[config.mk]
export PLATFORM = sky130hd
export DESIGN_NAME = dirty_tile_marker
export DESIGN_NICKNAME = d
export VERILOG_FILES = /design/src/design/dtm_pkg.sv /design/src/design/dtm_ram.sv /design/src/design/dtm_clip.sv /design/src/design/dirty_tile_marker.sv
export SDC_FILE = /design/constraint.sdc
export NUM_CORES = 1
export LEC_CHECK = 0
export BUFFER_PORTS_ARGS = -buffer_cell sky130_fd_sc_hd__buf_2
export CORE_UTILIZATION = 50
export CTS_BUF_LIST = sky130_fd_sc_hd__clkbuf_4 sky130_fd_sc_hd__clkbuf_8 sky130_fd_sc_hd__clkbuf_16
export CTS_CLUSTER_SIZE = 16
export DETAILED_ROUTE_END_ITERATION = 8
export GPL_ROUTABILITY_DRIVEN = 0
export GPL_TIMING_DRIVEN = 0
export PLACE_DENSITY = 0.67
export SETUP_SLACK_MARGIN = 0.4
export SYNTH_ARGS = -nofsm -noshare
export SYNTH_HDL_FRONTEND = slang
export SYNTH_SLANG_ARGS = --single-unit
[constraint.sdc]
create_clock -name clk_i -period 8.8 [get_ports clk_i]
set_input_delay 0 -clock clk_i [delete_from_list [all_inputs] [get_ports clk_i]]
set_output_delay 0 -clock clk_i [all_outputs]
set_load 0.01 [all_outputs]
[src/design/dtm_pkg.sv]
// ----------------------------------------------------------------------------
// dtm_pkg
// Shared constants, codes and types of the dirty tile marker.
// ----------------------------------------------------------------------------
`default_nettype none

package dtm_pkg;

  // Grid geometry.
  localparam int TILES_WIDE = 22;
  localparam int TILES_HIGH = 14;
  localparam int TILE_SHIFT = 4;

  // Fixed field widths.
  localparam int PX_W    = 16;
  localparam int FUNC_W  = 2;
  localparam int RDROW_W = 4;
  localparam int OUT_W   = 22;

  localparam int ROW_W = $clog2(TILES_HIGH);
  localparam int EXT_W = (TILES_WIDE > OUT_W) ? TILES_WIDE : OUT_W;

  // Clipping limits in tile coordinates.
  localparam logic signed [PX_W-1:0] COL_LAST = PX_W'(TILES_WIDE - 1);
  localparam logic signed [PX_W-1:0] COL_END  = PX_W'(TILES_WIDE - 2);
  localparam logic signed [PX_W-1:0] ROW_CNT  = PX_W'(TILES_HIGH);
  localparam logic signed [PX_W-1:0] ROW_END  = PX_W'(TILES_HIGH - 1);

  typedef enum logic [FUNC_W-1:0] {
    FUNC_MARK  = 2'd0,
    FUNC_READ  = 2'd1,
    FUNC_CLEAR = 2'd2
  } func_e;

  typedef enum logic [1:0] {
    ST_IDLE,
    ST_WALK,
    ST_FLUSH,
    ST_RDWAIT
  } state_e;

  // Outcome of clipping one mark rectangle.
  typedef struct packed {
    logic                  reject;
    logic                  empty;
    logic [ROW_W-1:0]      y_first;
    logic [ROW_W-1:0]      y_last;
    logic [TILES_WIDE-1:0] cols;
  } clip_t;

endpackage

`default_nettype wire

[src/design/dtm_ram.sv]
// ----------------------------------------------------------------------------
// dtm_ram
// Generic simple dual-port RAM: one write port, one read port with
// registered read data.
// ----------------------------------------------------------------------------
`default_nettype none

module dtm_ram #(
  parameter int WIDTH = 8,
  parameter int DEPTH = 16
) (
  input  wire logic                     clk_i,
  input  wire logic                     we_i,
  input  wire logic [$clog2(DEPTH)-1:0] waddr_i,
  input  wire logic [WIDTH-1:0]         wdata_i,
  input  wire logic                     re_i,
  input  wire logic [$clog2(DEPTH)-1:0] raddr_i,
  output logic      [WIDTH-1:0]         rdata_o
);

  logic [WIDTH-1:0] mem_q [DEPTH];

  always_ff @(posedge clk_i) begin
    if (we_i) begin
      mem_q[waddr_i] <= wdata_i;
    end
    if (re_i) begin
      rdata_o <= mem_q[raddr_i];
    end
  end

endmodule

`default_nettype wire

[src/design/dtm_clip.sv]
// ----------------------------------------------------------------------------
// dtm_clip
// Converts a pixel rectangle to tile coordinates and clips it to the grid.
// ----------------------------------------------------------------------------
`default_nettype none

module dtm_clip (
  input  wire logic signed [dtm_pkg::PX_W-1:0] left_px_i,
  input  wire logic signed [dtm_pkg::PX_W-1:0] top_px_i,
  input  wire logic signed [dtm_pkg::PX_W-1:0] right_px_i,
  input  wire logic signed [dtm_pkg::PX_W-1:0] bottom_px_i,
  output dtm_pkg::clip_t                       clip_o
);

  logic signed [dtm_pkg::PX_W-1:0] xt1, yt1, xt2, yt2;
  logic signed [dtm_pkg::PX_W-1:0] xs, ys, xe, ye;

  // The arithmetic shift is a floor division for negative corners too.
  assign xt1 = left_px_i >>> dtm_pkg::TILE_SHIFT;
  assign yt1 = top_px_i >>> dtm_pkg::TILE_SHIFT;
  assign xt2 = right_px_i >>> dtm_pkg::TILE_SHIFT;
  assign yt2 = bottom_px_i >>> dtm_pkg::TILE_SHIFT;

  always_comb begin
    xs = xt1[dtm_pkg::PX_W-1] ? '0 : xt1;
    ys = yt1[dtm_pkg::PX_W-1] ? '0 : yt1;
    xe = (xt2 >= dtm_pkg::COL_LAST) ? dtm_pkg::COL_END : xt2;
    ye = (yt2 >= dtm_pkg::ROW_CNT) ? dtm_pkg::ROW_END : yt2;

    // The last tile column is never usable as a start and never marked.
    clip_o.reject = (xt1 >= dtm_pkg::COL_LAST) || (yt1 > dtm_pkg::ROW_CNT) ||
                    xt2[dtm_pkg::PX_W-1] || yt2[dtm_pkg::PX_W-1];
    clip_o.empty   = (xs > xe) || (ys > ye);
    clip_o.y_first = ys[dtm_pkg::ROW_W-1:0];
    clip_o.y_last  = ye[dtm_pkg::ROW_W-1:0];
    for (int i = 0; i < dtm_pkg::TILES_WIDE; i++) begin
      clip_o.cols[i] = ($signed(dtm_pkg::PX_W'(i)) >= xs) &&
                       ($signed(dtm_pkg::PX_W'(i)) <= xe);
    end
  end

endmodule

`default_nettype wire

[src/design/dirty_tile_marker.sv]
// ----------------------------------------------------------------------------
// dirty_tile_marker
// Grid of tile update marks held in a row-wide RAM.
// ----------------------------------------------------------------------------
// An item is taken when start is high and busy is low. Its one result shows
// on accepted_o and row_marks_o for exactly one cycle while done_o is high;
// the receiver cannot hold it off.
// A mark covering n tile rows walks the RAM one row per cycle: the read of
// a row overlaps the write-back of the row before it. Busy stays high
// through the walk and the flush state that follows it, and done_o is
// registered from the flush state.
// A read is busy in the read-wait state; its answer is registered from the
// RAM read data. A clear, a rejected or empty mark, an out-of-range read row
// and an unused function code answer on the next cycle without asserting busy.
// A new item may be taken in the cycle that shows the previous result.
// Reset clears one valid flag per row, so all marks read as zero at once;
// a clear does the same. The RAM itself is never swept.
// ----------------------------------------------------------------------------
`default_nettype none

module dirty_tile_marker (
  input  wire logic                                clk_i,
  input  wire logic                                rst_ni,
  input  wire logic                                start,
  output logic                                     busy,
  input  wire logic [dtm_pkg::FUNC_W-1:0]          func_i,
  input  wire logic signed [dtm_pkg::PX_W-1:0]     left_px_i,
  input  wire logic signed [dtm_pkg::PX_W-1:0]     top_px_i,
  input  wire logic signed [dtm_pkg::PX_W-1:0]     right_px_i,
  input  wire logic signed [dtm_pkg::PX_W-1:0]     bottom_px_i,
  input  wire logic [dtm_pkg::RDROW_W-1:0]         read_row_i,
  output logic                                     done_o,
  output logic                                     accepted_o,
  output logic [dtm_pkg::OUT_W-1:0]                row_marks_o
);

  dtm_pkg::state_e state_q, state_d;
  dtm_pkg::clip_t  clip;

  logic [dtm_pkg::ROW_W-1:0]      y_q, y_d;
  logic [dtm_pkg::ROW_W-1:0]      y_last_q, y_last_d;
  logic [dtm_pkg::TILES_WIDE-1:0] cols_q, cols_d;
  logic                           rowvalid_q, rowvalid_d;
  logic [dtm_pkg::TILES_HIGH-1:0] valid_q, valid_d;
  logic                           wr_pend_q, wr_pend_d;
  logic [dtm_pkg::ROW_W-1:0]      wr_row_q, wr_row_d;
  logic                           done_q, done_d;
  logic                           accepted_q, accepted_d;
  logic [dtm_pkg::OUT_W-1:0]      row_marks_q, row_marks_d;

  logic                           rd_en;
  logic [dtm_pkg::ROW_W-1:0]      rd_addr;
  logic [dtm_pkg::TILES_WIDE-1:0] rd_data;
  logic [dtm_pkg::TILES_WIDE-1:0] row_cur;
  logic [dtm_pkg::TILES_WIDE-1:0] wr_data;
  logic [dtm_pkg::EXT_W-1:0]      row_ext;
  logic                           take;
  logic                           row_in_range;

  dtm_clip u_clip (
    .left_px_i  (left_px_i),
    .top_px_i   (top_px_i),
    .right_px_i (right_px_i),
    .bottom_px_i(bottom_px_i),
    .clip_o     (clip)
  );

  dtm_ram #(
    .WIDTH(dtm_pkg::TILES_WIDE),
    .DEPTH(dtm_pkg::TILES_HIGH)
  ) u_ram (
    .clk_i  (clk_i),
    .we_i   (wr_pend_q),
    .waddr_i(wr_row_q),
    .wdata_i(wr_data),
    .re_i   (rd_en),
    .raddr_i(rd_addr),
    .rdata_o(rd_data)
  );

  assign busy         = (state_q != dtm_pkg::ST_IDLE);
  assign take         = start && !busy;
  assign row_in_range = (32'(read_row_i) < 32'(dtm_pkg::TILES_HIGH));

  // A row that was never written since reset or clear reads as zero.
  assign row_cur = rowvalid_q ? rd_data : '0;
  assign wr_data = row_cur | cols_q;
  assign row_ext = dtm_pkg::EXT_W'(row_cur);

  always_comb begin
    state_d = state_q;
    unique case (state_q)
      dtm_pkg::ST_IDLE: begin
        if (take) begin
          unique case (func_i)
            dtm_pkg::FUNC_MARK: begin
              if (!clip.reject && !clip.empty) begin
                state_d = dtm_pkg::ST_WALK;
              end
            end
            dtm_pkg::FUNC_READ: begin
              if (row_in_range) begin
                state_d = dtm_pkg::ST_RDWAIT;
              end
            end
            default: state_d = dtm_pkg::ST_IDLE;
          endcase
        end
      end
      dtm_pkg::ST_WALK: begin
        if (y_q == y_last_q) begin
          state_d = dtm_pkg::ST_FLUSH;
        end
      end
      dtm_pkg::ST_FLUSH:  state_d = dtm_pkg::ST_IDLE;
      dtm_pkg::ST_RDWAIT: state_d = dtm_pkg::ST_IDLE;
      default:            state_d = dtm_pkg::ST_IDLE;
    endcase
  end

  always_comb begin
    rd_en       = 1'b0;
    rd_addr     = y_q;
    y_d         = y_q;
    y_last_d    = y_last_q;
    cols_d      = cols_q;
    rowvalid_d  = rowvalid_q;
    valid_d     = valid_q;
    done_d      = 1'b0;
    accepted_d  = 1'b0;
    row_marks_d = '0;
    wr_pend_d   = (state_q == dtm_pkg::ST_WALK);
    wr_row_d    = y_q;

    if (wr_pend_q) begin
      valid_d[wr_row_q] = 1'b1;
    end

    unique case (state_q)
      dtm_pkg::ST_IDLE: begin
        if (take) begin
          unique case (func_i)
            dtm_pkg::FUNC_MARK: begin
              if (clip.reject) begin
                done_d = 1'b1;
              end else if (clip.empty) begin
                done_d     = 1'b1;
                accepted_d = 1'b1;
              end else begin
                y_d      = clip.y_first;
                y_last_d = clip.y_last;
                cols_d   = clip.cols;
              end
            end
            dtm_pkg::FUNC_READ: begin
              if (row_in_range) begin
                rd_en      = 1'b1;
                rd_addr    = dtm_pkg::ROW_W'(read_row_i);
                rowvalid_d = valid_q[dtm_pkg::ROW_W'(read_row_i)];
              end else begin
                done_d = 1'b1;
              end
            end
            dtm_pkg::FUNC_CLEAR: begin
              valid_d = '0;
              done_d  = 1'b1;
            end
            default: done_d = 1'b1;
          endcase
        end
      end
      dtm_pkg::ST_WALK: begin
        // Read this row while the previous row is written back.
        rd_en      = 1'b1;
        rowvalid_d = valid_q[y_q];
        if (y_q != y_last_q) begin
          y_d = y_q + dtm_pkg::ROW_W'(1);
        end
      end
      dtm_pkg::ST_FLUSH: begin
        done_d     = 1'b1;
        accepted_d = 1'b1;
      end
      dtm_pkg::ST_RDWAIT: begin
        done_d      = 1'b1;
        row_marks_d = row_ext[dtm_pkg::OUT_W-1:0];
      end
      default: done_d = 1'b0;
    endcase
  end

  always_ff @(posedge clk_i or negedge rst_ni) begin
    if (!rst_ni) begin
      state_q   <= dtm_pkg::ST_IDLE;
      valid_q   <= '0;
      wr_pend_q <= 1'b0;
      done_q    <= 1'b0;
    end else begin
      state_q   <= state_d;
      valid_q   <= valid_d;
      wr_pend_q <= wr_pend_d;
      done_q    <= done_d;
    end
  end

  always_ff @(posedge clk_i) begin
    y_q         <= y_d;
    y_last_q    <= y_last_d;
    cols_q      <= cols_d;
    rowvalid_q  <= rowvalid_d;
    wr_row_q    <= wr_row_d;
    accepted_q  <= accepted_d;
    row_marks_q <= row_marks_d;
  end

  assign done_o      = done_q;
  assign accepted_o  = accepted_q;
  assign row_marks_o = row_marks_q;

  // A write-back only follows a walk step, never while a new item can enter.
  a_no_write_idle: assert property (@(posedge clk_i) disable iff (!rst_ni)
    wr_pend_q |-> (state_q == dtm_pkg::ST_WALK || state_q == dtm_pkg::ST_FLUSH))
    else $error("RAM write-back pending while idle");

  // The row walk never passes the last clipped row.
  a_walk_bound: assert property (@(posedge clk_i) disable iff (!rst_ni)
    (state_q == dtm_pkg::ST_WALK) |-> (y_q <= y_last_q))
    else $error("row walk beyond last row");

  // A finished walk reports an accepted mark on the next cycle.
  a_flush_done: assert property (@(posedge clk_i) disable iff (!rst_ni)
    (state_q == dtm_pkg::ST_FLUSH) |=> (done_o && accepted_o))
    else $error("mark walk finished without accepted result");

  // A row read answers with accepted low in the cycle after the read-wait state.
  a_read_done: assert property (@(posedge clk_i) disable iff (!rst_ni)
    (state_q == dtm_pkg::ST_RDWAIT) |=> (done_o && !accepted_o))
    else $error("row read did not produce its result");

endmodule

`default_nettype wire
=== Word level (Yosys, flattened, before mapping) ===
Memory sizes are Yosys's and may differ from the RTL's. A register that Yosys moved wholly into a read port is not among the register bits.
Index checks and enable logic that the tools add are counted.
W data, S select, Z words.

* Bits in registers: 76
* Memory bits (writable): 308
* Input port bits: 73
* Output and inout port bits: 25
* Logic and storage cells: 181
* Memories kept: 1

* Add/subtract/negate cells: 1
* Order comparisons: 55
* Equality and inequality tests: 17
* Mux-type cells: 51
* Bitwise logic cells: 4
* Reduce and logical (&&, ||, !) cells: 41

{| class="wikitable"
|+ Memories
! memory !! depth !! width !! read ports !! clocked after Yosys merged registers in !! write ports !! line !! text
|-
| u_ram.mem_q || 14 || 22 || 1 || 1 || 1 || dtm_ram.sv:21 || <nowiki>logic [WIDTH-1:0] mem_q [DEPTH];</nowiki>
|}

{| class="wikitable"
|+ Operators by type and width
! operator !! number
|-
| $ge A5 B16 Y1 const A || 8
|-
| $le A5 B16 Y1 const A || 8
|-
| $le A6 B16 Y1 const A || 6
|-
| $ge A6 B16 Y1 const A || 5
|-
| $ge A4 B16 Y1 const A || 4
|-
| $le A4 B16 Y1 const A || 4
|-
| $mux W14 || 4
|-
| $mux W4 || 9
|-
| $ge A3 B16 Y1 const A || 2
|-
| $gt A16 B16 Y1 || 2
|-
| $le A3 B16 Y1 const A || 2
|-
| $mux W16 || 2
|-
| $logic_and A1 B1 Y1 || 25
|-
| $ge A12 B6 Y1 const B || 2
|-
| $mux W11 || 2
|-
| $mux W22 || 1
|-
| $or A22 B22 Y22 || 1
|-
| $mux W1 || 18
|-
| $ge A1 B16 Y1 const A || 1
|-
| $ge A2 B16 Y1 const A || 1
|-
| $le A1 B16 Y1 const A || 1
|-
| $le A2 B16 Y1 const A || 1
|-
| $lt A4 B5 Y1 const B || 3
|-
| $or A14 B14 Y14 || 1
|-
| 29 further kinds || 56
|}

=== Longest topological paths before layout ===
* Depth in word-level cells: 10
* Mapped depth: 12
* Mapped depth without buffers: 12

=== Hierarchy ===
From an unflattened synthesis, not the netlist that was laid out.

* Cell total of the unflattened synthesis: 1,044
* Area total of the unflattened synthesis: 17,081.4 um2

{| class="wikitable"
|+ By module, submodules not included
! module !! instances !! cells each !! area each (um2)
|-
| dtm_ram || 1 || 533 || 12,510.7
|-
| dirty_tile_marker || 1 || 271 || 3,078.0
|-
| dtm_clip || 1 || 240 || 1,492.7
|}

=== Worst setup path before layout ===
Ideal clock, no wire load.

* Path type: input-to-reg
* Start point: in right_px_i[15] (netlist name)
* End point: reg cols_q[0] (netlist name), enable pin
* Setup time: 0.409 ns
* Arrival time: 3.358 ns
* Required time: 8.391 ns
* Setup slack: 5.033 ns
* Cell stages on the path: 11
* Path buffers: 3
* Cells stage by stage: clkbuf_1 > clkbuf_1 > buf_1 > nand2_1 > ha_1 > nand4b_1 > nor3_1 > a41oi_1 > o2111ai_1 > o311ai_0 > nor2_1

* Word-level cells in the longest chain between the ends: 6
* Elaborated cells on any way between the ends: 9
* Those cells by class: order compare: 2; mux: 1; bitwise: 2; reduce/logical: 4

{| class="wikitable"
|+ Ends and longest elaborated chain
! what !! line !! text
|-
| from (decl) || dirty_tile_marker.sv:29 || <nowiki>input wire logic signed [dtm_pkg::PX_W-1:0] right_px_i,</nowiki>
|-
| $ge A12 B6 Y1 || dtm_clip.sv:27 || <nowiki>xe = (xt2 >= dtm_pkg::COL_LAST) ? dtm_pkg::COL_END : xt2;</nowiki>
|-
| $mux W16 || dtm_clip.sv:27 ||
|-
| $gt A16 B16 Y1 || dtm_clip.sv:33 || <nowiki>clip_o.empty = (xs > xe) || (ys > ye);</nowiki>
|-
| $logic_or A1 B1 Y1 || dtm_clip.sv:33 ||
|-
| $not A1 Y1 (no line) || -- ||
|-
| $reduce_and A5 Y1 (no line) * || -- ||
|-
| to (signal assigned) || dirty_tile_marker.sv:209 || <nowiki>cols_q <= cols_d;</nowiki>
|-
| to (decl) || dirty_tile_marker.sv:42 || <nowiki>logic [dtm_pkg::TILES_WIDE-1:0] cols_q, cols_d;</nowiki>
|}

Every way passes the cells marked *; elsewhere a longest branch is shown, timed or not.
A chain may end at the register's enable or synchronous reset.

=== Worst setup path after layout ===
* Start point: in right_px_i[4] (netlist name)
* End point: reg done_q (netlist: done_o)

* Word-level cells in the longest chain between the ends: 9

{| class="wikitable"
|+ Ends and longest elaborated chain
! what !! line !! text
|-
| $ge A12 B6 Y1 || dtm_clip.sv:27 ||
|-
| $mux W16 * || dtm_clip.sv:27 ||
|-
| $gt A16 B16 Y1 * || dtm_clip.sv:33 ||
|-
| $logic_or A1 B1 Y1 * || dtm_clip.sv:33 ||
|-
| $mux W1 * || dirty_tile_marker.sv:146 || <nowiki>end else if (clip.empty) begin</nowiki>
|-
| $mux W1 * || dirty_tile_marker.sv:144 || <nowiki>if (clip.reject) begin</nowiki>
|-
| $pmux W1 S2 * || dirty_tile_marker.sv:142 || <nowiki>unique case (func_i)</nowiki>
|-
| $mux W1 * || dirty_tile_marker.sv:141 || <nowiki>if (take) begin</nowiki>
|-
| $pmux W1 S2 * || dirty_tile_marker.sv:139 || <nowiki>unique case (state_q)</nowiki>
|-
| net done_d || dirty_tile_marker.sv:47 || <nowiki>logic done_q, done_d;</nowiki>
|-
| to (signal assigned) || dirty_tile_marker.sv:202 || <nowiki>done_q <= done_d;</nowiki>
|-
| to (decl) || dirty_tile_marker.sv:47 ||
|}

The timed path passes the listed nets; every way through them passes the cells marked *.

==> flow_summary_export.csv <==
group,metric,value,unit
synthesis,synth_area_leaders,"edfxtp_1, mux2i_1, dfxtp_1, dfrtp_1, o22ai_1",
setup_path,critPathBufInv,3,
synthesis,syn_avg_cell_area,14.4,sq um
setup_path,crit_path_top_delay_cell,"o311ai_0",
sta,min_period_over_period,42.8,%
synthesis,synth_seq_cells,406,
sta,max_freq,265,MHz
die,die_w,185,um
sta,tns,0,ns
sta,rsz0062_at_grt,"no",
layout,fill_cells,2563,
clock_network,cts_tree,"built",
layout,area_growth,16.4,%
sta,tightest_slew,1.29,ns
clock_network,ctsResizeCount,0,
setup_path,crit_chain,"dlygate4sd3_1, buf_2, o21ai_0, nand2b_1, a21oi_1, nor2_1, nor2_1, ha_1, nand2_1, nor3_1, a221oi_1, o311ai_0, o41a_1, dlygate4sd3_1",
power_and_ir_drop,power,5.60,mW
power_and_ir_drop,ir_drop,167,uV
die,dieArea,34300,sq um
synthesis,synth.top_cell.area_share,64.6,%
setup_path,reg2reg_slack,5.13,ns
power_and_ir_drop,p_leak,6.74,nW
hold_path,hp-class,"in2reg",
drt,routed_wl,42800,um
synthesis,postSynthCellCount,1168,
setup_path,crit_family,"compound AO/OA/AOI/OAI gates",
synthesis,ys_top_cells_by_count,"edfxtp_1, mux2i_1, nor2_1",
drt,antenna_left,0,
layout,finish.utilization,59.6,%
placement,placed_cells,1696,
sta,slew_violations,0,
layout,drive_gt1_share,14.9,%
layout,instances_no_fill,1786,
sta,setup_violations,0,
setup_path,arrival,4.24,ns
drt,route.detailed.drc,0,
clock_network,cts_root_buf,"clkbuf_16",
setup_path,startpoint_type,"input pin",
synthesis,synth_edf_count,361,
drt,first_pass_iters,5,
clock_network,cts_buffers,41,
setup_path,worstPathRequired,9.27,ns
sta,skew,0.0123,ns
clock_network,clock_sinks,406,
sta,min_period,3.77,ns
setup_path,crit_type,"in2reg",
outcome,status,"complete, no violations",
synthesis,yosys_warnings,0,
setup_path,slowest_delay,0.95,ns
drt,drt_iter0_markers,1166,
die,num_io_pins,98,
placement,placed_area,18000,sq um
synthesis,syn_nets,1263,
synthesis,ys_seq_area_share,70.5,%
setup_path,cp_max_fo,8,
layout,nNetsFinal,1406,
placement,io_buffers,75,
synthesis,yosysMostFrequentCell,"edfxtp_1",
die,coreArea,32800,sq um
clock_network,htreeDepth,2,
drt,vias,10900,
job,drv_cap,0,
synthesis,synth_cell_types,64,
grt,grt_max_degree,24,
synthesis,yosys.area.top_type,"edfxtp_1",
layout,antenna_cells,0,
synthesis,async_flop_share,4.43,%
sta,relSlewSlack,14.2,%
die,start_util,51.2,%
clock_network,cts.clk_slew.worst_paths,0.06,ns
synthesis,synth_top_flop_cell,"edfxtp_1",
die,rows,66,
die,die-height,185,um
clock_network,clk_latency,0.54,ns
grt,antenna_found_initial,5,
setup_path,crit_path_end_kind,"flop",
grt,grt-ovfl-total,0,
grt,grt_pass1_wl,64500,um
synthesis,syn_area,16800,sq um
power_and_ir_drop,powerDensity,286,nW/um^2
grt,grt.total_usage,25.8,%
grt,grt_pass1_vias,10700,
clock_network,clockBufferDepth,3,
sta,final_hold_viol_count,0,
drt,via_per_inst,6.09,
drt,post_drt_wl_per_cell,24.0,um
placement,dpl.hpwl,28500,um
layout,stdcell_area,19600,sq um
## metrics by stage
stage / setup slack [ns] / hold WS [ns]
after detailed placement: 4.81 / -0.0314
final: 5.03 / 0.0207
after floorplan: 5.03 / -0.296
after CTS: 5.16 / 0.00796
after global placement: 3.88 / -0.0464
after global routing: 4.75 / 0.0218
## worst reg2reg max path, delay by kind of cell, from the launching register on
kind,cells,cell delay (ns)
buffers and inverters,3,0.95
and+or+nand+nor,2,0.82
muxes,2,0.73
AOI/OAI and AO/OA,2,0.48
DFF,1,0.44
## cell type report
cell class	count	area [sq um]	share of cell area, %
Sequential cell	406	11800	60.5
Multi-Input combinational cell	675	4700	24.1
Clock buffer	45	1100	5.64
Timing Repair Buffer	100	676	3.46
Tap cell	442	553	2.83
Clock inverter	31	339	1.73
Buffer	70	280	1.43
Inverter	17	63.8	0.326
## logic make-up after synthesis
| logic type | synth area share (%) |
|---|---|
| buffers and inverters | 2.05 |
| AOI/OAI and AO/OA | 12.5 |
| adders and majority gates | 1.64 |
| other | 0.0223 |
| DFF | 70.5 |
| xor gates and xnor gates | 0.313 |
| muxes | 5.32 |
| and+or+nand+nor | 7.74 |
## worst paths after layout
| kind | cells past startpoint | from | end |
|---|---|---|---|
| worst max-delay path | 14 | right_px_i[4] | done_o$_DFF_PN0_ |
| worst min-delay path | 3 | left_px_i[8] | cols_q[16]$_DFFE_PP_ |
| worst max register to register | 9 | state_q[1]$_DFFE_PN0P_ | u_ram.rdata_o[0]$_DFFE_PP_ |
| worst min register to register | 0 | wr_row_d[2]$_DFFE_PP_ | wr_row_q[2]$_DFF_P_ |
| max in group asynchronous | 3 | rst_ni | valid_q[6]$_DFF_PN0_ |
| min in group asynchronous | 3 | rst_ni | wr_pend_q$_DFF_PN0_ |
## cells in the final DEF, fill, tap and decap left out, types with 8 or more instances in the layout
| cell | Yosys | routed |
|---|---|---|
| dfrtp_1 | 18 | 18 |
| nor2_1 | 62 | 51 |
| nor3_1 | 42 | 38 |
| o21ai_0 | 52 | 52 |
| mux2i_1 | 69 | 69 |
| o22ai_1 | 45 | 45 |
| a21oi_1 | 44 | 44 |
| ha_1 | 22 | 22 |
| inv_1 | 16 | 16 |
| a211oi_1 | 30 | 30 |
| a22o_1 | 21 | 21 |
| o21a_1 | 21 | 21 |
| clkbuf_1 | 55 | 55 |
| nor2b_1 | 24 | 24 |
| a221oi_1 | 23 | 23 |
| o221ai_1 | 21 | 21 |
| clkbuf_16 | 0 | 43 |
| edfxtp_1 | 361 | 361 |
| buf_2 | 11 | 86 |
| dlygate4sd3_1 | 0 | 14 |
| clkinv_2 | 0 | 14 |
| nand3_1 | 9 | 9 |
| nand2_1 | 57 | 57 |
| dfxtp_1 | 27 | 27 |
| nor2_4 | 0 | 8 |
| buf_6 | 0 | 8 |
| nand2b_1 | 32 | 32 |
## power by group
part	internal (mW)	switching [mW]
Combinational	0.423	0.899
Sequential	2.36	0.0681
Clock	1.11	0.733
## per-layer routing
metal  GRT usage, %  routed length, um
met1           34.4              17400
met2           42.7              20600
met3           4.99               3660
met4           8.36               1160
met5              0                 25
## sequential cells by signal, indices dropped and copies added, names as in the netlist
name and cells:
row_marks_o 22, rowvalid_q 1, y_last_q 4, cols_q 22, valid_q 14, wr_pend_q 1
wr_row_q 4, u_ram.rdata_o 22, state_q 2, wr_row_d 4, accepted_o 1, u_ram.mem_q 308
done_o 1
## timing repair
item,CTS,global route
endpoints found under the hold margin,36,0
setup buffers,0,0
endpoints found under the setup margin,0,0
hold buffers,14,0
Power figures use the tool's default switching activity.
